`src/hw/rtl/rpvg_pkg.sv`:
```
// Shared types and constants for the regular polygon vertex generator.
// Holds the command/status structs between controller and datapath and the CORDIC table.
// No dependencies.
package rpvg_pkg;

   localparam int COORD_W  = 24;   // Q15.8 coordinate
   localparam int RADIUS_W = 22;   // Q14.8 radius
   localparam int SIDES_W  = 7;
   localparam int VNUM_W   = 6;
   localparam int TRIG_W   = 33;   // Q1.30 cosine/sine with headroom
   localparam int ZW       = 32;   // residual angle, one turn = 2^32
   localparam int PROD_W   = RADIUS_W + 1 + TRIG_W;
   localparam int TRIG_FRAC = 30;
   localparam int OFF_W    = PROD_W - TRIG_FRAC;
   localparam int SUM_W    = COORD_W + 3;
   localparam int ATAN_N   = 24;
   localparam int ATAN_IW  = 5;

   localparam logic signed [TRIG_W-1:0] CORDIC_GAIN = TRIG_W'(652032874);
   localparam logic signed [SUM_W-1:0]  COORD_MAX   = SUM_W'(8388607);
   localparam logic signed [SUM_W-1:0]  COORD_MIN   = -SUM_W'(8388608);

   // atan(2^-i), one turn = 2^32
   localparam logic [31:0] ATAN_TURN32 [ATAN_N] = '{
      32'h20000000, 32'h12E4051E, 32'h09FB385B, 32'h051111D4, 32'h028B0D43,
      32'h0145D7E1, 32'h00A2F61E, 32'h00517C55, 32'h0028BE53, 32'h00145F2F,
      32'h000A2F98, 32'h000517CC, 32'h00028BE6, 32'h000145F3, 32'h0000A2F9,
      32'h0000517C, 32'h000028BE, 32'h0000145F, 32'h00000A2F, 32'h00000517,
      32'h0000028B, 32'h00000145, 32'h000000A2, 32'h00000051
   };

   typedef struct packed {
      logic load_req;
      logic div_step;
      logic angle_init;
      logic cordic_load;
      logic cordic_step;
      logic mul_x;
      logic mul_y;
      logic out_load;
      logic advance;
   } dp_cmd_type;

   typedef struct packed {
      logic req_sides_zero;
      logic div_last;
      logic cordic_last;
      logic vertex_last;
      logic out_busy;
   } dp_status_type;

endpackage

```
`src/hw/rtl/rpvg_ctrl.sv`:
```
// Sequencer for the regular polygon vertex generator.
// Drives datapath commands from its status; depends on rpvg_pkg.
module rpvg_ctrl (
   input  logic                   clock,
   input  logic                   reset,
   input  logic                   req_valid,
   output logic                   req_ready,
   input  rpvg_pkg::dp_status_type status,
   output rpvg_pkg::dp_cmd_type   cmd
);
   import rpvg_pkg::*;

   localparam logic [2:0] ST_IDLE = 3'd0;
   localparam logic [2:0] ST_DIV  = 3'd1;
   localparam logic [2:0] ST_INIT = 3'd2;
   localparam logic [2:0] ST_LOAD = 3'd3;
   localparam logic [2:0] ST_ITER = 3'd4;
   localparam logic [2:0] ST_MULX = 3'd5;
   localparam logic [2:0] ST_MULY = 3'd6;
   localparam logic [2:0] ST_OUT  = 3'd7;

   logic [2:0] state_ff;
   logic [2:0] state_in;

   assign req_ready = (state_ff == ST_IDLE);

   always_comb begin
      cmd      = '0;
      state_in = state_ff;
      unique case (state_ff)
         ST_IDLE: begin
            cmd.load_req = req_valid;
            if (req_valid && !status.req_sides_zero) begin
               state_in = ST_DIV;
            end
         end
         ST_DIV: begin
            cmd.div_step = 1'b1;
            if (status.div_last) begin
               state_in = ST_INIT;
            end
         end
         ST_INIT: begin
            cmd.angle_init = 1'b1;
            state_in       = ST_LOAD;
         end
         ST_LOAD: begin
            cmd.cordic_load = 1'b1;
            state_in        = ST_ITER;
         end
         ST_ITER: begin
            cmd.cordic_step = 1'b1;
            if (status.cordic_last) begin
               state_in = ST_MULX;
            end
         end
         ST_MULX: begin
            cmd.mul_x = 1'b1;
            state_in  = ST_MULY;
         end
         ST_MULY: begin
            cmd.mul_y = 1'b1;
            state_in  = ST_OUT;
         end
         ST_OUT: begin
            if (!status.out_busy) begin
               cmd.out_load = 1'b1;
               cmd.advance  = 1'b1;
               state_in     = status.vertex_last ? ST_IDLE : ST_LOAD;
            end
         end
         default: begin
            state_in = ST_IDLE;
         end
      endcase
   end

   always_ff @(posedge clock) begin
      if (reset) begin
         state_ff <= ST_IDLE;
      end else begin
         state_ff <= state_in;
      end
   end

   a_busy_after_accept: assert property (@(posedge clock) disable iff (reset)
      (req_valid && req_ready && !status.req_sides_zero) |=> !req_ready)
      else $error("request accepted but controller stayed idle");

   a_one_command: assert property (@(posedge clock) disable iff (reset)
      $onehot0({cmd.div_step, cmd.angle_init, cmd.cordic_load, cmd.cordic_step,
                cmd.mul_x, cmd.mul_y, cmd.out_load}))
      else $error("more than one datapath phase commanded");

endmodule

```
`config.mk`:
```
export PLATFORM = sky130hd
export DESIGN_NAME = rpvg_ctrl
export DESIGN_NICKNAME = d
export VERILOG_FILES = /design/src/hw/rtl/rpvg_pkg.sv /design/src/hw/rtl/rpvg_ctrl.sv
export SDC_FILE = /design/constraint.sdc
export NUM_CORES = 1
export LEC_CHECK = 0
export BUFFER_PORTS_ARGS = -buffer_cell sky130_fd_sc_hd__buf_4
export CELL_PAD_IN_SITES_DETAIL_PLACEMENT = 1
export CELL_PAD_IN_SITES_GLOBAL_PLACEMENT = 2
export CORE_AREA = 4 4 41 43
export DETAILED_ROUTE_END_ITERATION = 10
export DIE_AREA = 0 0 45 47
export PLACE_DENSITY = 0.77
export SETUP_SLACK_MARGIN = 0.1
export SLEW_MARGIN = 40
export SYNTH_ARGS = -nofsm -noshare
export SYNTH_HDL_FRONTEND = slang
export SYNTH_SLANG_ARGS = --single-unit
```
`constraint.sdc`:
```
create_clock -name clock -period 2.6 [get_ports clock]
set_clock_uncertainty 0.15 [all_clocks]
set_input_delay 0 -clock clock [delete_from_list [all_inputs] [get_ports clock]]
set_output_delay 0 -clock clock [all_outputs]
set_load 0.005 [all_outputs]
```
Yosys cells after proc, flatten, opt, wreduce, memory -nomap -nowiden --
Cells that the tools add are included.
Cells by class: eq/ne operators 11, mux-type cells 15, reduce and logical (&&, ||, !) cells 4
Operators with widths (count):
- 3-bit one-hot mux with 8 select lines | 1
- 3-bit equality test (second input constant) | 4
- 3-bit two-way mux | 4
- 1-bit two-way mux | 7
- 3-bit by 2-bit equality test with 1-bit output (second input constant) | 2
- 2-bit two-way mux | 3
- 2-bit inequality test (second input constant) | 3
- 4-bit AND reduction | 1
- 3-bit by 1-bit equality test with 1-bit output (second input constant) | 1
- 3-bit zero test | 1
- 2-bit by 1-bit inequality test with 1-bit output (second input constant) | 1
- 1-bit logical AND | 1
- 1-bit zero test | 1
Word-level totals: register bits 3, input port bits 8, output and inout port bits 10, logic and storage cells 31

Logic depth before layout (Yosys ltp) --
Gate-level depths: netlist (run 1).
word-level depth 4, mapped depth 4, mapped depth without buffers 3

Worst setup path after synthesis (run 1) --
No wires, ideal clock.
path kind flip-flop to flip-flop, start point register state_ff[0], end point register state_ff[0], library setup time 0.130 ns, arrival time 0.842 ns, data required time 2.320 ns, path slack 1.478 ns, cell stages (with the launch flop) 4, path buffers 1, period minus slack after synthesis 1.122 ns, cells stage by stage dfxtp_1 -> buf_4 -> a2111oi_0 -> nor3_1
Between the ends: cells in the longest elaborated chain, start to end 3, elaborated cells on any way between the ends 14, those cells by class eq/ne: 11; mux: 1; reduce/logical: 2
Ends and longest elaborated chain:
- start: declaration | RTL line rpvg_ctrl.sv:22 | logic [2:0] state_ff;
- start signal: assignment | RTL line rpvg_ctrl.sv:82 | state_ff <= state_in;
- 3-bit by 1-bit equality test with 1-bit output (tied with other cells) | RTL line rpvg_ctrl.sv:30 | unique case (state_ff)
- 2-bit inequality test (no line) or 2-bit by 1-bit inequality test with 1-bit output (tied branches)
- 4-bit AND reduction (no line)
Parallel ways exist; a longest one is shown, timed or not. A chain may end at the register's enable or synchronous reset.

Worst setup path after layout (run 1) --
start point register state_ff[2], end point register state_ff[0]
The elaborated chain is that of the path after synthesis.

==> results.yml, run 1 <==
logic_synthesis:
  syn_area_um2: 231
  syn-instance-count: 29
  synth_cell_types: 15
  syn_nets: 37
  yosys_warnings: 0
  avgSynthCellArea_um2: 7.98
  synth-seq-cells: 3
  seq_area_frac_synth_pct: 25.9
worst_setup_path:
  rr_endpoint: "state_ff[0]$_SDFFE_PP0P_"
  crit_path_end_kind: "flop"
  critPathKind: "flop to flop"
  timing.rr.start: "state_ff[2]$_SDFFE_PP0P_"
  crit_fanout: 14
  rr_worst_depth: 3
  start_kind: "flop"
  critPathLaunch: "state_ff[2]$_SDFFE_PP0P_"
  cp_data_required_time_ps: 2550
  reg2reg_slack_ps: 1140
  cp_data_arrival_time_ps: 1410
finish:
  finish.instance_area_um2: 397
  finalNetCount: 57
  syn_to_final_growth_pct: 71.4
  final_cell_mix: "buf_4 (17), nor3_1 (4)"
  largest_reg_flops: 3
  regMostFlops: "state_ff"
  utilization_pct: 30.5
  layout-drive-gt1-share_pct: 43.8
  antenna_cells: 0
  layout_commonest_cell: "buf_4"
  top_regs: "state_ff: 3 flops"
run_status:
  status: "finished, final reports clean"
hold_path:
  hold_path_class: "input pin to flop"
  min_path_cells: 4
  hold_end: "state_ff[1]$_SDFFE_PP0P_"
  hp-start: "status[3]"
pwr:
  p_leak_nw: 0.188
  power_mw: 0.172
  ir_drop_mv: 0.226
  power_per_cell_area_nw_per_um2: 433
route:
  drc_errors: 0
  dr.pass1.iters: 2
  num_vias: 264
  wl_per_cell_um: 9.92
  drtAntennaViolNets: 0
  routed_wl_um: 625
  vias_per_cell: 4.19
  drtIter0Drc: 1
clock_network:
  clk_pin_slew_ps: 40
  post_cts_buffers: 0
  cts_root_buffer: "clkbuf_4"
  insertion_delay_ps: 230
  cts_max_level: 1
  clock-sinks: 3
  clockBufferDepth: 2
  cts_tree: "yes"
  cts_buffers: 3
timing:
  worst_pin_slew_ps: 430
  finalSetupViolCount: 0
  period_share_pct: 56.3
  period_minus_slack_ps: 1460
  hold_viol_final: 0
  fmax_mhz: 683
  fin_tns_setup_ps: 0
  rsz0062_at_grt: "false"
  slew_headroom_pct: 70.6
  maxSlewViolCount: 0
floorplan:
  core_um2: 1300
  die_w_um: 45
  rows: 13
  start_util_pct: 17.8
  die_area_um2: 2120
  die_h_um: 47
  top_level_ports: 18
place:
  place_area_um2: 350
  portBuffers: 17
  gp_congestion: 0.675
flow_run:
  drv_cap: 0
grt:
  grt_antenna_before_repair: 0
  grt_usage_pct: 6.71
  gr-total-overflow: 0
  met2_usage_pct: 9.32
  busiest_layer: "met2"
  grt_pass1_vias: 261
  grt_use_met1_pct: 8.62
  use_met3_pct: 5.36
  grt_max_degree: 15
  grt_pass1_wl_um: 1060
==> per-stage QoR <==
step / worst slack, ps / std cells / hold WS [ps]
floorplan: 1480 / 29 / -118
finish: 1140 / 63 / 19.4
global route: 942 / 63 / 73.7
global placement: 1240 / 57 / 41.4
CTS: 1110 / 63 / 31.1
detailed placement: 1120 / 57 / 38.6
==> synthesized netlist by cell type <==
master / number / area, um2
nor3_1: 4 / 20.0
and3b_1: 3 / 26.3
buf_4: 3 / 22.5
dfxtp_1: 3 / 60.1
nor2_1: 3 / 11.3
nor3b_1: 3 / 22.5
a21oi_1: 2 / 10.0
a2111oi_0: 1 / 8.76
and2_1: 1 / 6.26
buf_2: 1 / 5.00
nand2_1: 1 / 3.75
nand2b_1: 1 / 6.26
nor3b_2: 1 / 12.5
nor4b_1: 1 / 8.76
o21a_1: 1 / 7.51
==> routing by layer <==
layer  routed length [um]  up-vias
met4                    0        0
met2                  250       13
li1                     -      140
met3                   87        0
met5                    0        -
met1                  287      111
==> worst max-delay path by stage <==
stage | depth (start not counted) | to | slack, ps
finish | 3 | state_ff[0]$_SDFFE_PP0P_ | 1140
global route | 3 | state_ff[0]$_SDFFE_PP0P_ | 940
CTS | 3 | state_ff[0]$_SDFFE_PP0P_ | 1110
detailed placement | 3 | state_ff[0]$_SDFFE_PP0P_ | 1120
global placement | 3 | state_ff[0]$_SDFFE_PP0P_ | 1240
floorplan | 3 | state_ff[0]$_SDFFE_PP0P_ | 1480
==> report_power, final <==
part           internal (mW)  switching, mW
registers             0.0492        0.00691
clock network         0.0574         0.0223
logic                 0.0246         0.0115
total                  0.131         0.0407
==> critical path, cell delays in order, from the launching register on <==
cell and delay [ps]:
dfxtp_1 540, nor2_1 90, a2111oi_0 470, nor3_1 80
==> kinds of logic (layout without fill, tap and decap cells) <==
| kind of cell | after synthesis | in the layout | synth area share, % |
|---|---|---|---|
| DFF | 3 | 3 | 25.9 |
| buffers and inverters | 4 | 23 | 11.9 |
| AOI/OAI and AO/OA | 4 | 4 | 11.4 |
| and+or+nand+nor | 18 | 18 | 50.8 |
==> what timing repair did <==
action	in CTS	in global routing
resized for setup	0	0
hold buffers	2	0
hold endpoints to repair	3	0
==> final cells by class <==
class	count	area (um2)
Clock buffer	4	26.3
Fill cell	162	905
Multi-Input combinational cell	22	144
Sequential cell	3	60.1
Tap cell	15	18.8
Timing Repair Buffer	19	148
Power figures use the tool's default switching activity.
==> run 2, diff against run 1 <==
--- a/config.mk
+++ b/config.mk
@@ -8,10 +8,10 @@
 export BUFFER_PORTS_ARGS = -buffer_cell sky130_fd_sc_hd__buf_4
 export CELL_PAD_IN_SITES_DETAIL_PLACEMENT = 1
 export CELL_PAD_IN_SITES_GLOBAL_PLACEMENT = 2
-export CORE_AREA = 4 4 41 43
+export CORE_MARGIN = 4
+export CORE_UTILIZATION = 16
 export DETAILED_ROUTE_END_ITERATION = 10
-export DIE_AREA = 0 0 45 47
-export PLACE_DENSITY = 0.77
+export PLACE_DENSITY = 0.72
 export SETUP_SLACK_MARGIN = 0.1
 export SLEW_MARGIN = 40
 export SYNTH_ARGS = -nofsm -noshare
==> constraint.sdc (replaced) <==
create_clock -name clock -period 1.52 [get_ports clock]
set_clock_uncertainty 0.15 [all_clocks]
set_input_delay 0 -clock clock [delete_from_list [all_inputs] [get_ports clock]]
set_output_delay 0 -clock clock [all_outputs]
set_load 0.005 [all_outputs]
==> run 2 against run 1 <==
Effect of this change:
- highest routed layer unchanged
- global-route usage is 0.76 points higher
- clock-buffer cell count stayed put
- largest power group unchanged
- combinational power increased by 100%
==> results.yml, run 2 (synthesis results as in run 1) <==
run_status:
  status: "finished, final reports clean"
timing:
  period_share_pct: 86.3
  period_minus_slack_ps: 1310
  fin_tns_setup_ps: 0
  finalSetupViolCount: 0
  fmax_mhz: 762
  rsz0062_at_grt: "false"
  slew_headroom_pct: 74.2
  maxSlewViolCount: 0
  worst_pin_slew_ps: 386
  hold_viol_final: 0
worst_setup_path:
  slowest_delay_ps: 390
  cp_data_required_time_ps: 1370
  critical-path-slowest-cell: "dfxtp_2"
  timing.rr.start: "state_ff[2]$_SDFFE_PP0P_"
  critPathLaunch: "state_ff[2]$_SDFFE_PP0P_"
  cp_data_arrival_time_ps: 1160
  reg2reg_slack_ps: 260
  start_kind: "flop"
  crit_chain: "buf_4, nor3b_4, buf_4"
  crit_path_end_kind: "output pin"
  critPathKind: "flop to output pin"
  crit_fanout: 8
  crit_top_cell: "buf_4"
floorplan:
  rows: 13
  top_level_ports: 18
  core_um2: 1330
  die_w_um: 46.0
  die_h_um: 46.0
  die_area_um2: 2120
  start_util_pct: 17.4
place:
  gp_congestion: 0.726
  portBuffers: 17
  dp_cells: 59
finish:
  syn_to_final_growth_pct: 88.1
  top_regs: "state_ff: 3 flops"
  antenna_cells: 0
  instances_no_fill: 66
  largest_reg_flops: 3
  layout-drive-gt1-share_pct: 54.9
  regMostFlops: "state_ff"
  layout_commonest_cell: "buf_4"
  finalNetCount: 60
clock_network:
  cts_buffers: 3
  cts_max_level: 1
  cts_tree: "yes"
  clockBufferDepth: 2
  cts_root_buffer: "clkbuf_4"
  clock-sinks: 3
  clk_pin_slew_ps: 40
  insertion_delay_ps: 230
route:
  vias_per_cell: 4.27
  num_vias: 282
  wl_per_cell_um: 10.5
  routed_wl_um: 694
  drc_errors: 0
  dr.pass1.iters: 1
  drtIter0Drc: 0
  drtAntennaViolNets: 0
pwr:
  ir_drop_mv: 0.364
  p_leak_nw: 0.217
  power_per_cell_area_nw_per_um2: 709
grt:
  grt_antenna_before_repair: 0
  grt_max_degree: 11
  grt_usage_pct: 7.47
  gr-total-overflow: 0
  grt_pass1_wl_um: 1150
  grt_pass1_vias: 281
hold_path:
  hold_path_class: "input pin to flop"
  hp-start: "status[3]"
flow_run:
  drv_cap: 0
## run 2: area by class of cell
type | instances | area [um2]
fill | 165 | 898
timing repair buffer | 22 | 170
multi-input combinational | 22 | 156
sequential | 3 | 63.8
clock buffer | 4 | 26.3
tap | 15 | 18.8
## run 2: final timing paths
check,end,cells past startpoint
max reg2reg,state_ff[0]$_SDFFE_PP0P_,3
min reg2reg,state_ff[1]$_SDFFE_PP0P_,2
max,cmd[0],3
min,state_ff[1]$_SDFFE_PP0P_,4
## run 2: repair_timing
item | CTS | global route
hold buffers | 2 | 0
endpoints found under the setup margin | 2 | 4
hold endpoints to repair | 3 | 0
resized for setup | 2 | 4
buffers inserted | 0 | 1
cloned | 0 | 0
## run 2: per-layer routing
| metal | track usage, % | routed length [um] | vias up |
|---|---|---|---|
| met1 | 9.28 | 293 | 124 |
| met5 | 0 | 0 | - |
| met3 | 1.19 | 55 | 0 |
| met4 | 5.11 | 0 | 0 |
| met2 | 11.5 | 344 | 12 |
| li1 | - | - | 146 |
## run 2: metrics by stage
stage / util [%] / hold slack [ps] / total power [mW] / setup slack, ps / area, um2
3_3_place_gp: 27.4 / 41.4 / 0.161 / 246 / 365
5_1_grt: 32.6 / 80.1 / 0.331 / 99.8 / 435
6_report: 32.6 / 29.5 / 0.309 / 208 / 435
2_1_floorplan: - / -118 / 0.123 / 398 / 231
3_5_place_dp: 27.4 / 38.6 / 0.162 / 128 / 365
4_1_cts: 31.1 / 34.7 / 0.312 / 129 / 414
## run 2: worst max-delay path, delay by kind of cell (launching register included)
family | cells | cell delay (ps)
DFF | 1 | 390
and+or+nand+nor | 1 | 220
buffers and inverters | 2 | 320
## run 2: power by group
group | internal, mW | leakage, nW | switching (mW)
Sequential | 0.0852 | 0.0258 | 0.00928
Combinational | 0.0480 | 0.176 | 0.0252
Clock | 0.0985 | 0.0150 | 0.0423
